--- src/sv/rpd_pkg.sv ---
// package: codes, types and crc helper for the resync packet deframer
`timescale 1ns / 1ps
package rpd_pkg;

    localparam logic [1:0] REQ_PUSH   = 2'd0;
    localparam logic [1:0] REQ_RESUME = 2'd1;
    localparam logic [1:0] REQ_READ   = 2'd2;

    localparam logic [1:0] ST_WAIT   = 2'd0;
    localparam logic [1:0] ST_FOUND  = 2'd1;
    localparam logic [1:0] ST_READ   = 2'd2;
    localparam logic [1:0] ST_REFUSE = 2'd3;

    localparam logic [7:0]  START_SHORT = 8'd2;
    localparam logic [7:0]  START_LONG  = 8'd3;
    localparam logic [7:0]  END_BYTE    = 8'd3;
    localparam logic [15:0] CRC_POLY    = 16'h1021;
    localparam logic [15:0] LONG_MIN    = 16'd255;
    localparam logic [9:0]  MAX_PAYLOAD_RESET = 10'd512;

    typedef enum logic [4:0] {
        S_IDLE, S_DISP, S_PUSHED, S_RES_USED, S_RES_APPLY, S_RES_DONE, S_RD,
        S_J0, S_H0, S_H1, S_H2, S_CHK, S_CRC, S_T0, S_T1, S_T2, S_BAD, S_EMIT
    } t_state;

    typedef enum logic [4:0] {
        OP_NONE, OP_LATCH, OP_PUSH, OP_BTW_DEC, OP_RES_OFF, OP_RES_USED,
        OP_RES_APPLY, OP_RD_PAY, OP_WAIT1, OP_WAIT_HDR, OP_WAIT_TOT, OP_RD_OFF0,
        OP_RD_OFF1, OP_RD_OFF2, OP_PLEN8, OP_PLEN16, OP_CRC_START, OP_CRC_STEP,
        OP_TAIL, OP_FOUND, OP_SLIDE, OP_EMIT
    } t_op;

    typedef struct packed {
        t_op        op;
        logic [1:0] code;
    } t_cmd;

    typedef struct packed {
        logic [1:0] req;
        logic       pending;
        logic       full;
        logic       rd_ok;
        logic       btw_gt1;
        logic       live_zero;
        logic       live_one;
        logic       b0_is2;
        logic       b0_is3;
        logic       hdr_short;
        logic       hdr_long;
        logic       len_bad;
        logic       tot_short;
        logic       crc_last;
        logic       trail_ok;
        logic       out_free;
    } t_sts;

    function automatic logic [15:0] crc_byte(input logic [15:0] crc, input logic [7:0] b);
        logic [15:0] c;
        c = crc ^ {b, 8'h00};
        for (int k = 0; k < 8; k++) begin
            if (c[15]) begin
                c = {c[14:0], 1'b0} ^ CRC_POLY;
            end else begin
                c = {c[14:0], 1'b0};
            end
        end
        return c;
    endfunction

endpackage

--- src/sv/rpd_ctrl.sv ---
// controller: sequences push, resume, read and frame scan steps
`timescale 1ns / 1ps
module rpd_ctrl (
    input  logic          i_clk,
    input  logic          i_rst_n,
    input  logic          i_in_valid,
    output logic          o_in_ready,
    input  rpd_pkg::t_sts i_sts,
    output rpd_pkg::t_cmd o_cmd
);

    rpd_pkg::t_state r_state, n_state;
    logic [1:0]      r_code, n_code;
    rpd_pkg::t_op    op;

    always_ff @(posedge i_clk) begin
        if (!i_rst_n) begin
            r_state <= rpd_pkg::S_IDLE;
            r_code  <= rpd_pkg::ST_WAIT;
        end else begin
            r_state <= n_state;
            r_code  <= n_code;
        end
    end

    // next state
    always_comb begin
        n_state = r_state;
        n_code  = r_code;
        unique case (r_state)
            rpd_pkg::S_IDLE: begin
                if (i_in_valid) n_state = rpd_pkg::S_DISP;
            end
            rpd_pkg::S_DISP: begin
                n_code  = rpd_pkg::ST_REFUSE;
                n_state = rpd_pkg::S_EMIT;
                priority if (i_sts.req == rpd_pkg::REQ_PUSH) begin
                    if (!(i_sts.pending && i_sts.full)) n_state = rpd_pkg::S_PUSHED;
                end else if (i_sts.req == rpd_pkg::REQ_RESUME) begin
                    if (i_sts.pending) n_state = rpd_pkg::S_RES_USED;
                end else if (i_sts.req == rpd_pkg::REQ_READ) begin
                    if (i_sts.pending && i_sts.rd_ok) n_state = rpd_pkg::S_RD;
                end else begin
                    n_state = rpd_pkg::S_EMIT;
                end
            end
            rpd_pkg::S_PUSHED: begin
                priority if (i_sts.pending) begin
                    n_code  = rpd_pkg::ST_FOUND;
                    n_state = rpd_pkg::S_EMIT;
                end else if (i_sts.btw_gt1) begin
                    n_code  = rpd_pkg::ST_WAIT;
                    n_state = rpd_pkg::S_EMIT;
                end else begin
                    n_state = rpd_pkg::S_J0;
                end
            end
            rpd_pkg::S_RES_USED:  n_state = rpd_pkg::S_RES_APPLY;
            rpd_pkg::S_RES_APPLY: n_state = rpd_pkg::S_RES_DONE;
            rpd_pkg::S_RES_DONE: begin
                if (i_sts.live_zero) begin
                    n_code  = rpd_pkg::ST_WAIT;
                    n_state = rpd_pkg::S_EMIT;
                end else begin
                    n_state = rpd_pkg::S_J0;
                end
            end
            rpd_pkg::S_RD: begin
                n_code  = rpd_pkg::ST_READ;
                n_state = rpd_pkg::S_EMIT;
            end
            rpd_pkg::S_J0: begin
                if (i_sts.live_zero) begin
                    n_code  = rpd_pkg::ST_WAIT;
                    n_state = rpd_pkg::S_EMIT;
                end else begin
                    n_state = rpd_pkg::S_H0;
                end
            end
            rpd_pkg::S_H0: begin
                priority if (!(i_sts.b0_is2 || i_sts.b0_is3)) begin
                    n_state = rpd_pkg::S_BAD;
                end else if (i_sts.hdr_short) begin
                    n_code  = rpd_pkg::ST_WAIT;
                    n_state = rpd_pkg::S_EMIT;
                end else begin
                    n_state = rpd_pkg::S_H1;
                end
            end
            rpd_pkg::S_H1: n_state = i_sts.hdr_long ? rpd_pkg::S_H2 : rpd_pkg::S_CHK;
            rpd_pkg::S_H2: n_state = rpd_pkg::S_CHK;
            rpd_pkg::S_CHK: begin
                priority if (i_sts.len_bad) begin
                    n_state = rpd_pkg::S_BAD;
                end else if (i_sts.tot_short) begin
                    n_code  = rpd_pkg::ST_WAIT;
                    n_state = rpd_pkg::S_EMIT;
                end else begin
                    n_state = rpd_pkg::S_CRC;
                end
            end
            rpd_pkg::S_CRC: begin
                if (i_sts.crc_last) n_state = rpd_pkg::S_T0;
            end
            rpd_pkg::S_T0: n_state = rpd_pkg::S_T1;
            rpd_pkg::S_T1: n_state = rpd_pkg::S_T2;
            rpd_pkg::S_T2: begin
                if (i_sts.trail_ok) begin
                    n_code  = rpd_pkg::ST_FOUND;
                    n_state = rpd_pkg::S_EMIT;
                end else begin
                    n_state = rpd_pkg::S_BAD;
                end
            end
            rpd_pkg::S_BAD: begin
                if (i_sts.live_one) begin
                    n_code  = rpd_pkg::ST_WAIT;
                    n_state = rpd_pkg::S_EMIT;
                end else begin
                    n_state = rpd_pkg::S_J0;
                end
            end
            rpd_pkg::S_EMIT: begin
                if (i_sts.out_free) n_state = rpd_pkg::S_IDLE;
            end
            default: n_state = rpd_pkg::S_IDLE;
        endcase
    end

    // outputs
    always_comb begin
        op         = rpd_pkg::OP_NONE;
        o_in_ready = 1'b0;
        unique case (r_state)
            rpd_pkg::S_IDLE: begin
                o_in_ready = 1'b1;
                if (i_in_valid) op = rpd_pkg::OP_LATCH;
            end
            rpd_pkg::S_DISP: begin
                if (i_sts.req == rpd_pkg::REQ_PUSH && !(i_sts.pending && i_sts.full))
                    op = rpd_pkg::OP_PUSH;
                if (i_sts.req == rpd_pkg::REQ_RESUME && i_sts.pending)
                    op = rpd_pkg::OP_RES_OFF;
                if (i_sts.req == rpd_pkg::REQ_READ && i_sts.pending && i_sts.rd_ok)
                    op = rpd_pkg::OP_RD_PAY;
            end
            rpd_pkg::S_PUSHED: begin
                if (!i_sts.pending && i_sts.btw_gt1) op = rpd_pkg::OP_BTW_DEC;
            end
            rpd_pkg::S_RES_USED:  op = rpd_pkg::OP_RES_USED;
            rpd_pkg::S_RES_APPLY: op = rpd_pkg::OP_RES_APPLY;
            rpd_pkg::S_RES_DONE:  op = rpd_pkg::OP_NONE;
            rpd_pkg::S_RD:        op = rpd_pkg::OP_NONE;
            rpd_pkg::S_J0: op = i_sts.live_zero ? rpd_pkg::OP_WAIT1 : rpd_pkg::OP_RD_OFF0;
            rpd_pkg::S_H0: begin
                if (i_sts.b0_is2 || i_sts.b0_is3)
                    op = i_sts.hdr_short ? rpd_pkg::OP_WAIT_HDR : rpd_pkg::OP_RD_OFF1;
            end
            rpd_pkg::S_H1: op = i_sts.hdr_long ? rpd_pkg::OP_RD_OFF2 : rpd_pkg::OP_PLEN8;
            rpd_pkg::S_H2: op = rpd_pkg::OP_PLEN16;
            rpd_pkg::S_CHK: begin
                if (!i_sts.len_bad)
                    op = i_sts.tot_short ? rpd_pkg::OP_WAIT_TOT : rpd_pkg::OP_CRC_START;
            end
            rpd_pkg::S_CRC: op = rpd_pkg::OP_CRC_STEP;
            rpd_pkg::S_T0:  op = rpd_pkg::OP_TAIL;
            rpd_pkg::S_T1:  op = rpd_pkg::OP_TAIL;
            rpd_pkg::S_T2: begin
                if (i_sts.trail_ok) op = rpd_pkg::OP_FOUND;
            end
            rpd_pkg::S_BAD: op = rpd_pkg::OP_SLIDE;
            rpd_pkg::S_EMIT: begin
                if (i_sts.out_free) op = rpd_pkg::OP_EMIT;
            end
            default: op = rpd_pkg::OP_NONE;
        endcase
    end

    assign o_cmd.op   = op;
    assign o_cmd.code = r_code;

endmodule

--- config.mk ---
export PLATFORM = sky130hd
export DESIGN_NAME = rpd_ctrl
export DESIGN_NICKNAME = d
export VERILOG_FILES = /design/src/sv/rpd_pkg.sv /design/src/sv/rpd_ctrl.sv
export SDC_FILE = /design/constraint.sdc
export NUM_CORES = 1
export LEC_CHECK = 0
export ABC_AREA = 1
export ABC_CLOCK_PERIOD_IN_PS = 2100
export BUFFER_PORTS_ARGS = -buffer_cell sky130_fd_sc_hd__buf_2
export CAP_MARGIN = 20
export CORE_MARGIN = 8
export CORE_UTILIZATION = 50
export CTS_BUF_LIST = sky130_fd_sc_hd__clkbuf_4 sky130_fd_sc_hd__clkbuf_8 sky130_fd_sc_hd__clkbuf_16
export DETAILED_ROUTE_END_ITERATION = 16
export HOLD_SLACK_MARGIN = 0.02
export PLACE_DENSITY = 0.81
export SETUP_SLACK_MARGIN = 0.2
export SYNTH_ARGS = -nofsm -noshare
export SYNTH_HDL_FRONTEND = slang
export SYNTH_SLANG_ARGS = --single-unit
export TNS_END_PERCENT = 10
--- constraint.sdc ---
create_clock -name i_clk -period 2.1 [get_ports i_clk]
set_input_delay 0.315 -clock i_clk [delete_from_list [all_inputs] [get_ports i_clk]]
set_output_delay 0.315 -clock i_clk [all_outputs]
set_load 0.005 [all_outputs]
==> results of run 1 <==
worst paths after layout:
kind,start,to,slack (ps),cells past startpoint
worst min register to register,r_code[0],r_code[0],520,4
worst max register to register,r_state[2],r_code[1],490,10
worst max-delay path,r_state[1],o_cmd[2],180,8
worst min-delay path,i_rst_n,r_code[0],310,3
metrics by stage:
stage / setup WS (ps) / total power [uW] / instance area (um2)
finish: 177 / 1240 / 1360
global route: 107 / 1340 / 1360
CTS: 201 / 1040 / 1190
detailed placement: 272 / 877 / 1110
global placement: 216 / 880 / 1110
floorplan: 630 / 672 / 942
synthesized netlist by cell type:
| cell | count |
|---|---|
| o21ai_0 | 8 |
| nor2_4 | 2 |
| a21oi_1 | 5 |
| nor4_1 | 2 |
| nand2_1 | 56 |
| nand3_2 | 1 |
| nand3_1 | 18 |
| a32oi_1 | 1 |
| nor3_1 | 3 |
| nand4_1 | 6 |
| a31oi_1 | 4 |
| o22ai_1 | 1 |
| or2_2 | 1 |
| nor2_1 | 39 |
| a41oi_1 | 1 |
| and3_1 | 1 |
| dfxtp_1 | 7 |
| inv_1 | 32 |
| o211ai_1 | 1 |
| inv_2 | 1 |
worst max-delay path: cells and delay by family (launching register included):
kind,cells,cell delay (ps)
and+or+nand+nor,6,730
DFF,1,390
buffers and inverters,2,210
area by class of cell:
type                            count  share of cell area, %
Sequential cell                     7                   11.7
Inverter                           33                   10.0
Multi-Input combinational cell    150                   59.6
Timing Repair Buffer               35                   14.4
Clock buffer                        3                   1.66
Tap cell                           25                   2.30
Clock inverter                      1                  0.368
logic make-up (layout without fill, tap and decap cells):
kind of cell / count (synthesis) / count (layout) / share of synthesized area (%)
simple gates: 129 / 129 / 59.1
buf+inv: 33 / 72 / 13.1
compound gates: 21 / 21 / 12.9
flops: 7 / 7 / 14.9
layer usage:
metal  global-route usage [%]  wire length (um)
met1                     22.3              1360
met2                     32.4              1790
met3                     5.21               500
met4                     4.78                91
met5                        0                 0
power groups by stage:
stage	clock network (uW)	registers, uW	logic [uW]
global route	135	277	932
detailed placement	0	225	652
finish	125	271	846
floorplan	0	216	455
CTS	128	238	677
global placement	0	222	658
flip-flops by register name, indices dropped and copies added (netlist names):
| name | cells |
|---|---|
| r_state | 5 |
| r_code | 2 |
what timing repair did:
item | 4_1_cts | 5_1_grt
gates resized for setup | 17 | 34
endpoints found under the setup margin | 5 | 5
buffers inserted | 0 | 8
endpoints found under the hold margin | 0 | 0
pin swaps | 1 | 10
==> out/qor.yml, run 1 <==
drv_cap: 0
grt_pass1_wl_mm: 5.20
coreArea_um2: 1750
die_h_um: 59.4
setup_viol_count_final: 0
grt_pass1_vias: 1224
holdBufCountCts: 0
post-route-util_pct: 77.9
min_period_ps: 1920
worst_slew_pin_slew_ps: 579
internal_power_uw: 592
fmax_mhz: 520
fin_crit_sh_pct: 91.6
drv_slew: 0
finalHoldViolations: 0
finalNetCount: 250
yosysTopAreaCellShare_pct: 22.3
grt_start_max_net_pins: 11
gp_congestion: 0.994
wl_mm: 3.75
slew_headroom_pct: 61.0
worstPathCellList: "inv_1, nand2_1, nor2_2, nand2_2, nor3_4, nor4_4, nand2_1, buf_2"
clkPwrFrac_pct: 10.0
ys_ff_latch: 7
synth_nets: 210
cellLeakagePower_uw: 0.000762
critPathSlowestCell: "dfxtp_4"
syn2layout_area_growth_pct: 44.4
seq_area_um2: 159
dpl.hpwl_mm: 2.67
antenna_found_initial: 0
ios: 28
avgViaCountPerCell: 5.79
drtAntennaViolNets: 0
switching_share_pct: 52.3
drtPass1Iterations: 5
diodes: 0
grt_overflow: 0
path_common_cell: "nand2_1"
p_switching_uw: 649
io_buffers: 27
routedWlPerCell_um: 14.8
start_kind: "flip-flop"
endpoint_kind: "output pin"
yosys-top-cells-area: "nand2_1 (22%), nor2_1 (16%), dfxtp_1 (15%)"
drtIter0Drc: 85
dieArea_um2: 3530
seqPwrFrac_pct: 21.8
num_vias: 1471
final_cell_mix: "nand2_1 (52), nor2_1 (30), buf_2 (27)"
synth_top_cell_by_area: "nand2_1"
clock-sinks: 7
slowest_delay_ps: 390
cp.arrival_ps: 1610
netlist_instances: 190
grt_usage_pct: 18.9
p_per_area_nw_per_um2: 912
pwr-share-comb_pct: 68.2
cts.htree.levels: 1
clock_path_buffers: 2
yosys_warnings: 0
cp.required_ps: 1780
final_common_cell: "nand2_1"
path_max_fanout: 6
rsz0062_at_grt: "true"
irDropWorstVdd_uv: 763
synth.cell_area_um2: 942
finalClockSkew_ps: 14.8
nFillCells: 130
yosysSeqAreaShare_pct: 14.9
cts_tree: "yes"
holdWs_ps: 314
drive_above_1_share_pct: 33.2
die_x_um: 59.4
synth_cell_type_count: 20
clk_pin_slew_ps: 60
rows: 15
synth_area_per_cell_um2: 4.96
dp_cells: 242
drcViolationCount: 0
hp-class: "in2reg"
start_util_pct: 54.0
clk-insertion-delay-late_ps: 260
root_buffer: "clkbuf_4"
fin_cells: 254
critPathKind: "reg2out"
cts_made_buffers: 3
status: "completed"
final.setup.tns_ps: 0
multi_input_area_um2: 811
No activity file was read; power rests on OpenSTA's default activity.
==> run 2: changes to the inputs <==
Settings changed: RECOVER_POWER from default to 100.
==> out/qor.yml, run 2 (synthesis results as in run 1) <==
cp.arrival_ps: 1610  # about the same
path_max_fanout: 6  # unchanged
io_buffers: 27  # unchanged
grt_usage_pct: 18.9  # unchanged
final_common_cell: "nand2_1"
finalHoldViolations: 0  # unchanged
drtIter0Drc: 96  # +13%
avgViaCountPerCell: 5.67  # -2.1%
nFillCells: 134  # +3.1%
critPathSlowestCell: "dfxtp_4"
start_kind: "flip-flop"
routedWlPerCell_um: 14.6  # -1.4%
cpLargestDelayFamily: "simple AND/OR/NAND/NOR gates"
largest_reg_flops: 5  # unchanged
cp.required_ps: 1780  # about the same
finalNetCount: 250  # unchanged
largest_registers: "r_state: 5 flops, r_code: 2 flops"
start_util_pct: 54.0  # unchanged
diodes: 0  # unchanged
grt_overflow: 0  # unchanged
drive_above_1_share_pct: 31.0  # -2.2 points
worst_slew_pin_slew_ps: 576  # -3.17 ps
drtPass1Iterations: 5  # unchanged
cts_tree: "yes"
r2r_cells: 10  # unchanged
fin_cells: 254  # unchanged
slew_headroom_pct: 61.3  # +0.21 points
cts.htree.levels: 1  # unchanged
critPathKind: "reg2out"
rows: 15  # unchanged
holdPathStages: 3  # unchanged
grt_start_max_net_pins: 11  # unchanged
holdWs_ps: 313  # -0.173 ps
endpoint_kind: "output pin"
wl_mm: 3.70  # -1.4%
clk_pin_slew_ps: 60  # about the same
power_uw: 1230  # -0.98%
min_period_ps: 1930  # +5.72 ps
antenna_found_initial: 0  # unchanged
worstPathCellList: "nor2_4, inv_1, nor2_1, nor3_1, nand4_1, clkbuf_2"
timing.rr.end: "r_code[1]"
status: "completed"
grt_pass1_wl_mm: 5.20  # unchanged
irDropWorstVdd_uv: 754  # -1.2%
root_buffer: "clkbuf_4"
gp_congestion: 0.994  # unchanged
final.setup.tns_ps: 0  # unchanged
timing.rr.start: "r_state[2]"
drcViolationCount: 0  # unchanged
path_buf_inv: 2  # unchanged
rsz0062_at_grt: "true"
clock_path_buffers: 2  # unchanged
ios: 28  # unchanged
finalClockSkew_ps: 12.0  # -2.76 ps
dieArea_um2: 3530  # unchanged
fmax_mhz: 519  # -0.30%
slowest_delay_ps: 380  # about the same
cts_made_buffers: 3  # unchanged
grt_pass1_vias: 1224  # unchanged
seq_area_um2: 159  # unchanged
min_delay_worst_endpoint: "r_code[0]"
die_x_um: 59.4  # unchanged
clk-insertion-delay-late_ps: 260  # about the same
multi_input_area_um2: 808  # -0.31%
coreArea_um2: 1750  # unchanged
setup_viol_count_final: 0  # unchanged
cellLeakagePower_uw: 0.000753  # -1.2%
setup_slack_ps: 171  # -5.72 ps
r2r_setup_slack_ps: 410  # -80 ps
syn2layout_area_growth_pct: 43.4
num_vias: 1440  # -2.1%
drv_slew: 0  # unchanged
hp-class: "in2reg"
drtAntennaViolNets: 0  # unchanged
dpl.hpwl_mm: 2.67  # unchanged
final_cell_mix: "nand2_1 (52), nor2_1 (31), inv_1 (27)"
p_per_area_nw_per_um2: 909  # -0.33%
fin_crit_sh_pct: 91.8  # +0.27 points
largest-register: "r_state"
clock-sinks: 7  # unchanged
drv_cap: 0  # unchanged
dp_cells: 242  # unchanged
pre_cts_ws_ps: 272  # unchanged
die_h_um: 59.4  # unchanged
min-delay-start: "i_rst_n"
## run 2: final cells by class
type | count | share of cell area, %
well taps | 25 | 2.31
flip-flops and latches | 7 | 11.8
multi-input cells | 150 | 59.8
clock inverters | 1 | 0.370
inverters | 33 | 10.1
clock buffers | 3 | 1.67
repair buffers | 35 | 14.0
## run 2: worst max-delay path by stage
stage / startpoint / endpoint / slack [ps] / depth (start not counted)
after floorplan: r_state[3] / o_cmd[2] / 630 / 8
after global placement: r_state[2] / o_cmd[2] / 220 / 8
after detailed placement: r_state[4] / o_cmd[2] / 270 / 8
after CTS: r_state[3] / o_cmd[2] / 200 / 9
after global routing: r_state[1] / o_cmd[2] / 110 / 8
final: r_state[2] / o_cmd[4] / 170 / 6
## run 2: metal layers
metal	share of wire (%)	GRT usage, %	routed length, um	vias up
li1	-	-	-	689
met1	37	22.3	1370	630
met2	47	32.4	1750	108
met3	13	5.21	472	13
met4	2.8	4.78	104	0
met5	0	0	0	-
## run 2: worst reg2reg max path, cell delays in order (launching register included)
cell and delay (ps):
dfxtp_4 380, nor2_4 170, clkbuf_1 180, clkbuf_4 160, nand3_1 170, nand2_1 120
nor2_1 50, nand2_1 70, nand3_2 100, nor2_1 110, nor2_1 50
## run 2: timing repair
| item | in CTS | in global routing |
|---|---|---|
| buffers inserted | 0 | 8 |
| resized for setup | 17 | 34 |
| hold buffers | 0 | 0 |
| pin swaps | 1 | 10 |
| endpoints found under the setup margin | 5 | 5 |
| endpoints found under the hold margin | 0 | 0 |
## run 2: power by group
group | internal (uW) | switching (uW)
sequential | 185 | 85.2
combinational | 329 | 507
clock | 69.8 | 53.2
## run 2: per-stage QoR
stage / cell area, um2 / utilization (%)
finish: 1350 / 77.4
global route: 1350 / 77.4
CTS: 1190 / 68.1
detailed placement: 1110 / 63.5
global placement: 1110 / 63.5
floorplan: 942 / -
